--- src/rtl/core/idsc_pkg.sv ---
`timescale 1ns / 1ps

package idsc_pkg;

   localparam int MeasWidth   = 16;
   localparam int DtWidth     = 16;
   localparam int CmdWidth    = 12;
   localparam int TargetWidth = 12;
   localparam int GainWidth   = 20;
   localparam int BandWidth   = 10;
   localparam int LimitWidth  = 31;
   localparam int IntegWidth  = 32;
   localparam int CsrIdxWidth = 3;
   localparam int CsrDataWidth = 31;

   typedef enum logic [CsrIdxWidth-1:0] {
      CSR_TARGET       = 3'd0,
      CSR_FEEDFORWARD  = 3'd1,
      CSR_GAIN         = 3'd2,
      CSR_DEADBAND_ON  = 3'd3,
      CSR_DEADBAND_OFF = 3'd4,
      CSR_LIMIT        = 3'd5,
      CSR_CMD_MAX      = 3'd6
   } csr_index_type;

   typedef struct packed {
      logic [TargetWidth-1:0] target_diameter_um;
      logic [CmdWidth-1:0]    feedforward_steps;
      logic [GainWidth-1:0]   integral_gain_q32;
      logic [BandWidth-1:0]   deadband_on_um;
      logic [BandWidth-1:0]   deadband_off_um;
      logic [LimitWidth-1:0]  integral_limit;
      logic [CmdWidth-1:0]    command_max;
   } cfg_type;

   typedef struct packed {
      logic load_in;
      logic do_err;
      logic do_sum;
      logic do_mul;
      logic load_out;
   } cmd_type;

   typedef enum logic [4:0] {
      ST_IDLE = 5'b00001,
      ST_ERR  = 5'b00010,
      ST_SUM  = 5'b00100,
      ST_MUL  = 5'b01000,
      ST_OUT  = 5'b10000
   } state_type;

endpackage

--- src/rtl/core/idsc_if.sv ---
`timescale 1ns / 1ps

interface idsc_req_if
   import idsc_pkg::*;
   ();
   logic                        valid;
   logic                        ready;
   logic signed [MeasWidth-1:0] measured_diameter_um;
   logic                        sensor_valid;
   logic                        motor_running;
   logic [DtWidth-1:0]          elapsed_ms;
   logic                        restart;

   modport source (output valid, output measured_diameter_um, output sensor_valid,
                   output motor_running, output elapsed_ms, output restart,
                   input ready);
   modport sink (input valid, input measured_diameter_um, input sensor_valid,
                 input motor_running, input elapsed_ms, input restart,
                 output ready);
endinterface

interface idsc_rsp_if
   import idsc_pkg::*;
   ();
   logic                valid;
   logic                ready;
   logic [CmdWidth-1:0] command_steps;
   logic                control_active;
   logic                holding;

   modport source (output valid, output command_steps, output control_active,
                   output holding, input ready);
   modport sink (input valid, input command_steps, input control_active,
                 input holding, output ready);
endinterface

--- src/rtl/core/idsc_csr.sv ---
`timescale 1ns / 1ps

module idsc_csr
   import idsc_pkg::*;
(
   input  logic                    clock,
   input  logic                    reset,
   input  logic                    csr_we,
   input  logic [CsrIdxWidth-1:0]  csr_index,
   input  logic [CsrDataWidth-1:0] csr_wdata,
   output cfg_type                 cfg
);

   cfg_type cfg_ff;
   cfg_type cfg_in;

   always_comb begin
      cfg_in = cfg_ff;
      if (csr_we) begin
         unique case (csr_index_type'(csr_index))
            CSR_TARGET:       cfg_in.target_diameter_um = csr_wdata[TargetWidth-1:0];
            CSR_FEEDFORWARD:  cfg_in.feedforward_steps  = csr_wdata[CmdWidth-1:0];
            CSR_GAIN:         cfg_in.integral_gain_q32  = csr_wdata[GainWidth-1:0];
            CSR_DEADBAND_ON:  cfg_in.deadband_on_um     = csr_wdata[BandWidth-1:0];
            CSR_DEADBAND_OFF: cfg_in.deadband_off_um    = csr_wdata[BandWidth-1:0];
            CSR_LIMIT:        cfg_in.integral_limit     = csr_wdata[LimitWidth-1:0];
            CSR_CMD_MAX:      cfg_in.command_max        = csr_wdata[CmdWidth-1:0];
            default:          cfg_in = cfg_ff;
         endcase
      end
   end

   always_ff @(posedge clock) begin
      if (reset) begin
         cfg_ff.target_diameter_um <= 12'd1750;
         cfg_ff.feedforward_steps  <= 12'd978;
         cfg_ff.integral_gain_q32  <= 20'd34360;
         cfg_ff.deadband_on_um     <= 10'd60;
         cfg_ff.deadband_off_um    <= 10'd40;
         cfg_ff.integral_limit     <= 31'd1000000000;
         cfg_ff.command_max        <= 12'd3000;
      end else begin
         cfg_ff <= cfg_in;
      end
   end

   assign cfg = cfg_ff;

endmodule

--- src/rtl/core/idsc_ctrl.sv ---
`timescale 1ns / 1ps

module idsc_ctrl
   import idsc_pkg::*;
(
   input  logic    clock,
   input  logic    reset,
   input  logic    req_valid,
   output logic    req_ready,
   output logic    rsp_valid,
   input  logic    rsp_ready,
   output cmd_type cmd
);

   state_type state_ff, state_in;
   logic      rsp_valid_ff, rsp_valid_in;

   always_comb begin
      state_in     = state_ff;
      rsp_valid_in = rsp_valid_ff;
      cmd          = '0;
      if (rsp_valid_ff && rsp_ready) begin
         rsp_valid_in = 1'b0;
      end
      unique case (state_ff)
         ST_IDLE: begin
            if (req_valid) begin
               cmd.load_in = 1'b1;
               state_in    = ST_ERR;
            end
         end
         ST_ERR: begin
            cmd.do_err = 1'b1;
            state_in   = ST_SUM;
         end
         ST_SUM: begin
            cmd.do_sum = 1'b1;
            state_in   = ST_MUL;
         end
         ST_MUL: begin
            cmd.do_mul = 1'b1;
            state_in   = ST_OUT;
         end
         ST_OUT: begin
            // The result register is free once its previous transfer completes.
            if (!rsp_valid_ff || rsp_ready) begin
               cmd.load_out = 1'b1;
               rsp_valid_in = 1'b1;
               state_in     = ST_IDLE;
            end
         end
         default: state_in = ST_IDLE;
      endcase
   end

   always_ff @(posedge clock) begin
      if (reset) begin
         state_ff     <= ST_IDLE;
         rsp_valid_ff <= 1'b0;
      end else begin
         state_ff     <= state_in;
         rsp_valid_ff <= rsp_valid_in;
      end
   end

   assign req_ready = (state_ff == ST_IDLE);
   assign rsp_valid = rsp_valid_ff;

endmodule

--- src/rtl/core/idsc_datapath.sv ---
`timescale 1ns / 1ps

module idsc_datapath
   import idsc_pkg::*;
(
   input  logic                        clock,
   input  logic                        reset,
   input  cfg_type                     cfg,
   input  cmd_type                     cmd,
   input  logic signed [MeasWidth-1:0] measured_diameter_um,
   input  logic                        sensor_valid,
   input  logic                        motor_running,
   input  logic [DtWidth-1:0]          elapsed_ms,
   input  logic                        restart,
   output logic [CmdWidth-1:0]         command_steps,
   output logic                        control_active,
   output logic                        holding
);

   // Captured item.
   logic signed [MeasWidth-1:0] meas_ff;
   logic [DtWidth-1:0]          dt_ff;
   logic                        ok_ff;
   logic                        restart_ff;

   // Controller state.
   logic signed [IntegWidth-1:0] integ_ff, integ_in;
   logic                         active_ff, active_in;
   logic                         hold_valid_ff, hold_valid_in;
   logic [CmdWidth-1:0]          hold_cmd_ff, hold_cmd_in;

   // Intermediate results.
   logic signed [33:0]  prod_ff;
   logic [51:0]         gprod_ff;
   logic                neg_ff;

   // Result register.
   logic [CmdWidth-1:0] out_cmd_ff;
   logic                out_active_ff;
   logic                out_holding_ff;

   logic signed [16:0] err;
   logic [16:0]        aerr;
   logic               act_on;
   logic               act_next;
   logic signed [33:0] prod;
   logic signed [34:0] sum;
   logic signed [34:0] lim_pos;
   logic signed [34:0] lim_neg;
   logic [31:0]        mag;
   logic [52:0]        rnd;
   logic [20:0]        rmag;
   logic signed [22:0] pid_sum;
   logic [CmdWidth-1:0] pid_cmd;
   logic [CmdWidth-1:0] hold_clamped;
   logic [CmdWidth-1:0] ff_clamped;
   logic [CmdWidth-1:0] cmd_sel;
   logic                holding_sel;

   assign err  = 17'(meas_ff) - $signed({5'b0, cfg.target_diameter_um});
   assign aerr = err[16] ? 17'(-err) : 17'(err);

   // Switch-on test first, then switch-off test, in the same tick.
   assign act_on   = active_ff || (aerr >= {7'b0, cfg.deadband_on_um});
   assign act_next = act_on && !(aerr <= {7'b0, cfg.deadband_off_um});

   assign prod = 34'(err) * 34'($signed({1'b0, dt_ff}));

   assign sum     = 35'(integ_ff) + 35'(prod_ff);
   assign lim_pos = $signed({4'b0, cfg.integral_limit});
   assign lim_neg = -lim_pos;

   assign mag = integ_ff[IntegWidth-1] ? 32'(-integ_ff) : 32'(integ_ff);

   // Round the Q32 product half away from zero on its magnitude.
   assign rnd     = {1'b0, gprod_ff} + 53'h0_0000_8000_0000;
   assign rmag    = rnd[52:32];
   assign pid_sum = neg_ff ? ($signed({11'b0, cfg.feedforward_steps}) - $signed({2'b0, rmag}))
                           : ($signed({11'b0, cfg.feedforward_steps}) + $signed({2'b0, rmag}));

   always_comb begin
      if (pid_sum[22]) begin
         pid_cmd = '0;
      end else if (pid_sum > $signed({11'b0, cfg.command_max})) begin
         pid_cmd = cfg.command_max;
      end else begin
         pid_cmd = pid_sum[CmdWidth-1:0];
      end
   end

   assign hold_clamped = (hold_cmd_ff > cfg.command_max) ? cfg.command_max : hold_cmd_ff;
   assign ff_clamped   = (cfg.feedforward_steps > cfg.command_max) ? cfg.command_max
                                                                    : cfg.feedforward_steps;

   always_comb begin
      integ_in      = integ_ff;
      active_in     = active_ff;
      hold_valid_in = hold_valid_ff;
      hold_cmd_in   = hold_cmd_ff;
      cmd_sel       = '0;
      holding_sel   = 1'b0;

      if (cmd.do_err) begin
         if (restart_ff || !ok_ff) begin
            integ_in      = '0;
            hold_valid_in = 1'b0;
            hold_cmd_in   = '0;
         end
         active_in = ok_ff && act_next;
      end

      if (cmd.do_sum && ok_ff && active_ff) begin
         if (sum > lim_pos) begin
            integ_in = 32'(lim_pos);
         end else if (sum < lim_neg) begin
            integ_in = 32'(lim_neg);
         end else begin
            integ_in = 32'(sum);
         end
      end

      priority if (!ok_ff) begin
         cmd_sel = '0;
      end else if (active_ff) begin
         cmd_sel = pid_cmd;
      end else if (hold_valid_ff) begin
         cmd_sel     = hold_clamped;
         holding_sel = 1'b1;
      end else begin
         cmd_sel = ff_clamped;
      end

      // A fresh command becomes the held command.
      if (cmd.load_out && ok_ff && !holding_sel) begin
         hold_cmd_in   = cmd_sel;
         hold_valid_in = 1'b1;
      end
   end

   always_ff @(posedge clock) begin
      if (reset) begin
         integ_ff      <= '0;
         active_ff     <= 1'b0;
         hold_valid_ff <= 1'b0;
         hold_cmd_ff   <= '0;
      end else begin
         integ_ff      <= integ_in;
         active_ff     <= active_in;
         hold_valid_ff <= hold_valid_in;
         hold_cmd_ff   <= hold_cmd_in;
      end
   end

   always_ff @(posedge clock) begin
      if (cmd.load_in) begin
         meas_ff    <= measured_diameter_um;
         dt_ff      <= elapsed_ms;
         ok_ff      <= sensor_valid && motor_running;
         restart_ff <= restart;
      end
      if (cmd.do_err) begin
         prod_ff <= prod;
      end
      if (cmd.do_mul) begin
         gprod_ff <= 52'(mag) * 52'(cfg.integral_gain_q32);
         neg_ff   <= integ_ff[IntegWidth-1];
      end
      if (cmd.load_out) begin
         out_cmd_ff     <= cmd_sel;
         out_active_ff  <= ok_ff && active_ff;
         out_holding_ff <= holding_sel;
      end
   end

   assign command_steps  = out_cmd_ff;
   assign control_active = out_active_ff;
   assign holding        = out_holding_ff;

endmodule

--- src/rtl/core/integral_deadband_speed_control.sv ---
`timescale 1ns / 1ps
// A result is registered after its input transfer passes through the
// four-step sequence error/product, integral clamp, gain multiply, output.
// One item is taken at a time: the input is ready only in the idle step,
// while a finished result may still wait in the output register.
// Reset (synchronous, active high) clears the integral, the hysteresis and
// hold state and loads the configuration registers with their defaults.

module integral_deadband_speed_control
   import idsc_pkg::*;
(
   input  logic                    clock,
   input  logic                    reset,
   idsc_req_if.sink                req_chan,
   idsc_rsp_if.source              rsp_chan,
   input  logic                    csr_we,
   input  logic [CsrIdxWidth-1:0]  csr_index,
   input  logic [CsrDataWidth-1:0] csr_wdata
);

   cfg_type cfg;
   cmd_type cmd;

   idsc_csr u_csr (
      .clock     (clock),
      .reset     (reset),
      .csr_we    (csr_we),
      .csr_index (csr_index),
      .csr_wdata (csr_wdata),
      .cfg       (cfg)
   );

   idsc_ctrl u_ctrl (
      .clock     (clock),
      .reset     (reset),
      .req_valid (req_chan.valid),
      .req_ready (req_chan.ready),
      .rsp_valid (rsp_chan.valid),
      .rsp_ready (rsp_chan.ready),
      .cmd       (cmd)
   );

   idsc_datapath u_datapath (
      .clock                (clock),
      .reset                (reset),
      .cfg                  (cfg),
      .cmd                  (cmd),
      .measured_diameter_um (req_chan.measured_diameter_um),
      .sensor_valid         (req_chan.sensor_valid),
      .motor_running        (req_chan.motor_running),
      .elapsed_ms           (req_chan.elapsed_ms),
      .restart              (req_chan.restart),
      .command_steps        (rsp_chan.command_steps),
      .control_active       (rsp_chan.control_active),
      .holding              (rsp_chan.holding)
   );

endmodule

--- src/flat_wrapper.sv ---
// flat-port wrapper written by rule: the top's interface ports become plain ports
module integral_deadband_speed_control_flat import idsc_pkg::*;
  (clock, reset, csr_we, csr_index, csr_wdata, req_chan_valid, req_chan_measured_diameter_um, req_chan_sensor_valid, req_chan_motor_running, req_chan_elapsed_ms, req_chan_restart, req_chan_ready, rsp_chan_valid, rsp_chan_command_steps, rsp_chan_control_active, rsp_chan_holding, rsp_chan_ready);
  idsc_req_if req_chan_i ();
  idsc_rsp_if rsp_chan_i ();
  input  logic clock;
  input  logic reset;
  input  logic csr_we;
  input  logic [CsrIdxWidth-1:0] csr_index;
  input  logic [CsrDataWidth-1:0] csr_wdata;
  input wire logic [$bits(req_chan_i.valid)-1:0] req_chan_valid;
  input wire logic [$bits(req_chan_i.measured_diameter_um)-1:0] req_chan_measured_diameter_um;
  input wire logic [$bits(req_chan_i.sensor_valid)-1:0] req_chan_sensor_valid;
  input wire logic [$bits(req_chan_i.motor_running)-1:0] req_chan_motor_running;
  input wire logic [$bits(req_chan_i.elapsed_ms)-1:0] req_chan_elapsed_ms;
  input wire logic [$bits(req_chan_i.restart)-1:0] req_chan_restart;
  output wire logic [$bits(req_chan_i.ready)-1:0] req_chan_ready;
  output wire logic [$bits(rsp_chan_i.valid)-1:0] rsp_chan_valid;
  output wire logic [$bits(rsp_chan_i.command_steps)-1:0] rsp_chan_command_steps;
  output wire logic [$bits(rsp_chan_i.control_active)-1:0] rsp_chan_control_active;
  output wire logic [$bits(rsp_chan_i.holding)-1:0] rsp_chan_holding;
  input wire logic [$bits(rsp_chan_i.ready)-1:0] rsp_chan_ready;
  assign req_chan_i.valid = req_chan_valid;
  assign req_chan_i.measured_diameter_um = req_chan_measured_diameter_um;
  assign req_chan_i.sensor_valid = req_chan_sensor_valid;
  assign req_chan_i.motor_running = req_chan_motor_running;
  assign req_chan_i.elapsed_ms = req_chan_elapsed_ms;
  assign req_chan_i.restart = req_chan_restart;
  assign req_chan_ready = req_chan_i.ready;
  assign rsp_chan_valid = rsp_chan_i.valid;
  assign rsp_chan_command_steps = rsp_chan_i.command_steps;
  assign rsp_chan_control_active = rsp_chan_i.control_active;
  assign rsp_chan_holding = rsp_chan_i.holding;
  assign rsp_chan_i.ready = rsp_chan_ready;
  integral_deadband_speed_control u_core (.clock(clock), .reset(reset), .req_chan(req_chan_i), .rsp_chan(rsp_chan_i), .csr_we(csr_we), .csr_index(csr_index), .csr_wdata(csr_wdata));
endmodule
--- config.mk ---
export PLATFORM = sky130hd
export DESIGN_NAME = integral_deadband_speed_control_flat
export DESIGN_NICKNAME = d
export VERILOG_FILES = /design/src/rtl/core/idsc_pkg.sv /design/src/rtl/core/idsc_if.sv /design/src/rtl/core/idsc_csr.sv /design/src/rtl/core/idsc_ctrl.sv /design/src/rtl/core/idsc_datapath.sv /design/src/rtl/core/integral_deadband_speed_control.sv /design/src/flat_wrapper.sv
export SDC_FILE = /design/constraint.sdc
export NUM_CORES = 2
export LEC_CHECK = 0
export ABC_AREA = 1
export BUFFER_PORTS_ARGS = -buffer_cell sky130_fd_sc_hd__buf_2
export CAP_MARGIN = 10
export CORE_UTILIZATION = 57
export DETAILED_ROUTE_END_ITERATION = 8
export PLACE_DENSITY = 0.77
export SLEW_MARGIN = 5
export SYNTH_ARGS = -nofsm -noshare
export SYNTH_HDL_FRONTEND = slang
export SYNTH_SLANG_ARGS = --single-unit
--- constraint.sdc ---
create_clock -name clock -period 11.08 [get_ports clock]
set_input_delay 0.554 -clock clock [delete_from_list [all_inputs] [get_ports clock]]
set_output_delay 0.554 -clock clock [all_outputs]
set_load 0.01 [all_outputs]
# After elaboration in Yosys (flattened, before gate mapping)

Index checks and enable logic that the tools add are counted.

Reduce and logical (&&, ||, !) cells: 31
Add/subtract/negate cells: 8
$mul: 2
Eq/ne operators: 13
Bitwise operators: 0
$lt $le $gt $ge: 7
Divide/modulo/power cells: 0
Muxes and demuxes: 37
Shift operators: 0

Operators by type and width:

| cell                                                              | count |
|---|---|
| 32-bit 2-to-1 mux                                                 | 6 |
| 12-bit 2-to-1 mux                                                 | 10 |
| 52-bit by 32-bit adder with 53-bit output (second input constant) | 1 |
| 32-bit by 20-bit multiplier with 52-bit output                    | 1 |
| 32-bit by 34-bit adder with 35-bit output                         | 1 |
| 35-bit by 32-bit > comparator with 1-bit output                   | 1 |
| 35-bit less-than comparator                                       | 1 |
| 31-bit negator with 35-bit output                                 | 1 |
| 17-bit by 17-bit multiplier with 34-bit output                    | 1 |
| 32-bit negator                                                    | 1 |
| 5-bit one-hot mux with 5 select lines                             | 1 |
| 12-bit > comparator                                               | 2 |
| 23-bit by 13-bit > comparator with 1-bit output                   | 1 |
| 23-bit 2-to-1 mux                                                 | 1 |
| 12-bit by 21-bit adder with 22-bit output                         | 1 |
| 12-bit by 21-bit subtractor with 22-bit output                    | 1 |
| 2-bit AND reduction                                               | 10 |
| 17-bit by 10-bit greater-or-equal comparator with 1-bit output    | 1 |
| 17-bit by 10-bit less-or-equal comparator with 1-bit output       | 1 |
| 17-bit 2-to-1 mux                                                 | 1 |
| 17-bit negator                                                    | 1 |
| 16-bit by 13-bit subtractor with 17-bit output                    | 1 |
| 1-bit 2-to-1 mux                                                  | 16 |
| 5-bit 2-to-1 mux                                                  | 2 |
| 14 further kinds                                                  | 34 |

Bits in read-only memories: 0
RAM bits: 0
Flip-flop bits (word level): 294
Memories kept: 0
Input bits: 74
Latch bits: 0

# Longest topological paths before layout

Word-level depth: 9
Depth in mapped cells: 44
Gate-level depth less buffers: 43

# By module

From an unflattened synthesis, not the netlist that was laid out.

Cells, all modules: 6615
Area, all modules: 50393.3 um^2

By module, submodules not included:

| module        | sequential area each (um^2) | instances | area an instance (um^2) | cells an instance |
|---|---|---|---|---|
| idsc_datapath | 4043.9                      | 1         | 45975.3                 | 5990 |
| idsc_csr      | 2142.1                      | 1         | 4083.9                  | 575 |
| idsc_ctrl     | 120.1                       | 1         | 334.1                   | 50 |

# Worst setup path after synthesis

Ideal clock, no wire load.

Path type: register to register
Start: register u_core.u_datapath.integ_ff[1]
End: register u_core.u_datapath.gprod_ff[48] (data pin)
Library setup time: 0.266 ns
Stages on the path, launching flop included: 40
Buffers on the path: 1
Data arrival time: 7.449 ns
Clock period less this slack: 7.714 ns
Path slack: 3.366 ns
Data required time: 10.814 ns
Path through: dfxtp_1 > inv_1 > nand3_1 > nor3_2 > nand3_1 > inv_1 > nand3_1 > inv_1 > nand3_2 > nor3_4 > nand4_1 > nand2_1 > o21ai_0 > xor2_1 > clkbuf_1 > nand2_1 > fa_1 > inv_1 > [... 4 more ...] > fa_1 > fa_1 > inv_1 > fa_1 > inv_1 > ha_1 > ha_1 > nand2_1 > nor2_1 > inv_1 > nor2_1 > and3_1 > nand4_1 > o211ai_1 > a21o_1 > nand3_1 > o2111ai_1 > xor2_1

Cells in the longest elaborated chain, start to end: 3

RTL lines:

| what                                             | RTL line             | text |
|---|---|---|
| from (decl)                                      | idsc_datapath.sv:27  | `logic signed [IntegWidth-1:0] integ_ff, integ_in;` |
| from (signal assigned)                           | idsc_datapath.sv:147 | `integ_ff <= integ_in;` |
| 32-bit negator                                   | idsc_datapath.sv:73  | `assign mag = integ_ff[IntegWidth-1] ? 32'(-integ_ff) : 32'(integ_ff);` |
| 32-bit 2-to-1 mux *                              | idsc_datapath.sv:73  |  |
| 32-bit by 20-bit multiplier with 52-bit output * | idsc_datapath.sv:165 | `gprod_ff <= 52'(mag) * 52'(cfg.integral_gain_q32);` |
| to (signal assigned)                             | idsc_datapath.sv:165 |  |
| to (decl)                                        | idsc_datapath.sv:34  | `logic [51:0] gprod_ff;` |

Mark *: on every way between the ends. The rest lies on a longest branch, timed or not.
A chain may end at the register's enable or synchronous reset.

# Final worst setup path

Start: register u_core.u_datapath.integ_ff[1]
End: register u_core.u_datapath.gprod_ff[51] (data pin)

Same word-level chain as after synthesis.

==> results.txt <==
The flow ran to the end, and the final reports show no timing, DRC or antenna violations. The post-synthesis instance area came out at 0.0493 sq mm. The overall global routing resource usage is 35.3%.

STA classifies the critical path endpoint as a flip-flop. The detailed-route DRC error count is 0. Summed over all layers, the routed wires come to 153000 microns. Entering global routing, the biggest net connects 68 pins. The count of input and output buffers is 89. The number of levels in the clock H-tree came out at 1.

The initial core utilization came out at 57.7%. The critical path required time came out at 11.44 ns. Summed over all nets, the switching power comes to 8.95 mW. The final count of negative-setup-slack endpoints is 0. In this run the critical register-to-register path is launched from u_core.u_datapath.integ_ff[1].

The critical path is of the reg2reg type. The switching part of the total power is 54.9%. The portion of total power attributed to combinational logic is 82.0%. The total number of vias came out at 42500. The adder-cell share of the synthesized area came out at 44.5%. The most used flip-flop cell after synthesis is dfxtp_1.

The worst IR drop on VDD is 788 uV. The clock tree from TritonCTS is yes. In this run, post-CTS repair resized a total of 0 instances. At the later pin of the worst-skew pair, clock insertion delay measures 0.62 ns.

The via count of the first global-routing pass was 42300. The time the worst path needs with I/O delays and setup came out at 9.56 ns. In this run the worst path has a maximum fanout of 13. The largest total area in the synthesized netlist belongs to fa_1. Counting flops and latches in the post-synthesis netlist gives 263. The measured slew at the worst slew-check pin is 1.28 ns. In the finished design, the share of the clock period the worst path needs comes to 86.3%. Buffers inserted to repair hold after CTS numbered 0. The number of placement rows came out at 107. TritonCTS created 30 clock buffers.

In this run the remaining antenna-violating nets after routing total 0. The detailed-router iteration count before antenna repair came out at 8. The wire-length estimate of the detail-placed layout is 123000 microns. The distinct cell type count of the synthesized netlist is 58. The die width came out at 296 microns. Timing analysis after detailed placement gives a worst setup slack of 1.73 ns. The highest achievable clock rate is 105 MHz. The total congestion overflow is 0.

After synthesis, the largest family of logic cells by area is adder cells. The worst setup path is launched from a flip-flop. The proportion of synthesized chip area in sequential cells came out at 12.8%. The design draws 16.3 mW.

The root buffer cell is clkbuf_16. The delay contributed by the slowest stage of the critical path is 0.86 ns. The max capacitance violation total came out at 0. The hold violation count in the final report is 0. The setup slack of the critical path after layout came out at 1.52 ns. The top-level I/O count is 90. The cell occurring most often along the worst timing path is inv_1. The share of synthesized flip-flops with an asynchronous set or reset came out at 0%. Cell internal power was estimated by the tool at 7.36 mW. The proportion of power drawn by the clock network is 6.4%. CTS saw 263 sinks. Setup repair after global routing left no endpoint under its margin. The wire length of the first global-routing pass came out at 236000 microns. The relative slew slack is 14.2%.

By area the synthesized netlist is led by fa_1, ha_1, inv_1, nand2_1, dfxtp_1. The power per cell area came out at 315 mW/mm^2. The synthesized netlist devotes 18.9% of its cell area to simple gates. The core region is 0.0854 sq mm. The cell count after placement is 7433. The critical path arrival came out at 9.92 ns. Summed over all cells, the static leakage comes to 26.8 nW. On the critical path, the stage with the largest delay is an instance of xor2_1. The initial antenna violation count came out at 6. The clock slew seen by the registers of the worst setup and hold paths is 0.07 ns. The startpoint identified for the worst hold timing path is req_chan_elapsed_ms[13].

The maximum clock insertion buffer count is 3. The buffers inserted during post-CTS setup optimization is 0. The per-instance average area after synthesis is 7.76 sq um. The path type of the worst min-delay path is in2reg. Routability-driven placement finished with a final weighted congestion of 1.01. The number of flops mapped to enable cells by yosys is 104.

The accumulated negative setup slack is 0 ns. The post-synthesis compound-gate area fraction is 8.51%. The average wire per standard cell came out at 20.4 microns. The first routing iteration left 4000 violations.

The power share of the sequential group is 11.7%. After Yosys synthesis, XOR and XNOR cells account for 2.89% of the synthesized area. Of the cells placed in the final design, the portion with a size suffix greater than 1 is 4.24%. The layout overhead on the synthesized area is 5.17%. The post-synthesis cell count came out at 6352. The per-cell via count in the routed design came out at 5.67. The count of synthesis-stage warnings from yosys is 0. The placed instance area is 0.0508 sq mm.

The fraction of post-synthesis cell area in the top cell type by area is 33.2%. The worst clock skew came out at 0.0454 ns. The final instance area is 0.0519 sq mm.

Leaving out filler cells and counting taps, the final layout contains 7490. The multiplexer fraction of the synthesized cell area came out at 0%. The vertical die dimension is 296 microns.

The number of pins with negative max-slew slack in the final report is 0. The net count reported at finish is 7656. The critical path starts at u_core.u_datapath.integ_ff[1].

The die covers 0.0877 sq mm. Counting every net in the synthesized netlist gives 7687.
flip-flops by register name, summed over array words and instances (netlist names), 5 cells and up:
signal,count
u_core.u_csr.cfg,107
u_core.u_ctrl.state_ff,5
u_core.u_datapath.command_steps,12
u_core.u_datapath.dt_ff,16
u_core.u_datapath.gprod_ff,21
u_core.u_datapath.hold_cmd_ff,12
u_core.u_datapath.integ_ff,32
u_core.u_datapath.meas_ff,16
u_core.u_datapath.prod_ff,34
Yosys cell counts (63+ instances only):
cell type	n
inv_1	1375
nand2_1	1224
fa_1	818
nor2_1	661
ha_1	443
a21oi_1	364
o21ai_0	230
nand3_1	202
clkbuf_1	184
dfxtp_1	159
xor2_1	113
edfxtp_1	104
nand4_1	63
cell usage in the layout (no fill, tap or decap), drive strengths merged, types with 13 or more instances in the layout:
| cell | synthesis | routed |
|---|---|---|
| inv | 1379 | 1383 |
| nand2 | 1229 | 1229 |
| fa | 818 | 818 |
| nor2 | 675 | 675 |
| ha | 443 | 443 |
| a21oi | 367 | 367 |
| o21ai | 246 | 246 |
| nand3 | 206 | 206 |
| dfxtp | 159 | 159 |
| buf | 30 | 151 |
| xor2 | 115 | 115 |
| edfxtp | 104 | 104 |
| nand4 | 64 | 64 |
| nor3 | 59 | 59 |
| xnor2 | 46 | 46 |
| o211ai | 45 | 45 |
| clkbuf | 184 | 40 |
| clkinv | 29 | 36 |
| a21boi | 24 | 24 |
| nor4 | 21 | 21 |
| a31oi | 18 | 18 |
| or2 | 17 | 17 |
| a21o | 13 | 13 |
| o21a | 13 | 13 |
final cells by class:
cell class	instances	area, sq um
Clock inverter	16	143
Tap cell	1144	1430
Antenna cell	1	2.50
Inverter	1408	5290
Clock buffer	40	881
Sequential cell	263	6310
Fill cell	7825	33600
Timing Repair Buffer	151	911
Multi-Input combinational cell	4467	36900
stage by stage:
| stage | hold slack [ns] | util (%) |
|---|---|---|
| 5_1_grt | 0.121 | 60.7 |
| 2_1_floorplan | 0.433 | - |
| 3_5_place_dp | 0.454 | 59.5 |
| 3_3_place_gp | 0.450 | 59.5 |
| 4_1_cts | 0.114 | 60.7 |
| 6_report | 0.133 | 60.7 |
cells by family after synthesis:
group / count (synthesis)
AOI/OAI and AO/OA: 761
xor gates and xnor gates: 161
adders and majority gates: 1261
buffers and inverters: 1622
DFF: 263
and+or+nand+nor: 2284
power by group through the flow:
stage	sequential (mW)	clock, mW	combinational, mW
2_1_floorplan	1.86	0	9.52
3_3_place_gp	1.92	0	12.9
3_5_place_dp	1.92	0	13.3
4_1_cts	1.90	1.05	13.3
5_1_grt	1.91	1.08	14.9
6_report	1.90	1.04	13.4
metal layers:
layer | GRT usage, % | up-vias | share of wire [%]
met1 | 44.9 | 20400 | 38
li1 | - | 19400 | -
met4 | 17.2 | 8 | 5.9
met3 | 7.13 | 503 | 10
met5 | 0 | - | 0.038
met2 | 57.3 | 2167 | 46
path summary, 6_finish.rpt:
kind	slack (ns)	endpoint	cells past startpoint
max	1.52	u_core.u_datapath.gprod_ff[51]	35
min	0.13	u_core.u_datapath.dt_ff[13]	1
max reg2reg	1.52	u_core.u_datapath.gprod_ff[51]	35
min reg2reg	0.47	u_core.u_csr.cfg[44]	2
critical path: cells and delay by family (launching register included):
| kind | cells | cell delay [ns] |
|---|---|---|
| adder cells (fa/ha/maj) | 9 | 4.00 |
| AND/OR/NAND/NOR | 9 | 1.55 |
| buffers and inverters | 9 | 1.26 |
| AO/OA/AOI/OAI | 6 | 1.21 |
| XOR/XNOR | 2 | 0.94 |
| flip-flops | 1 | 0.32 |
(Power assumes the default switching activity.)
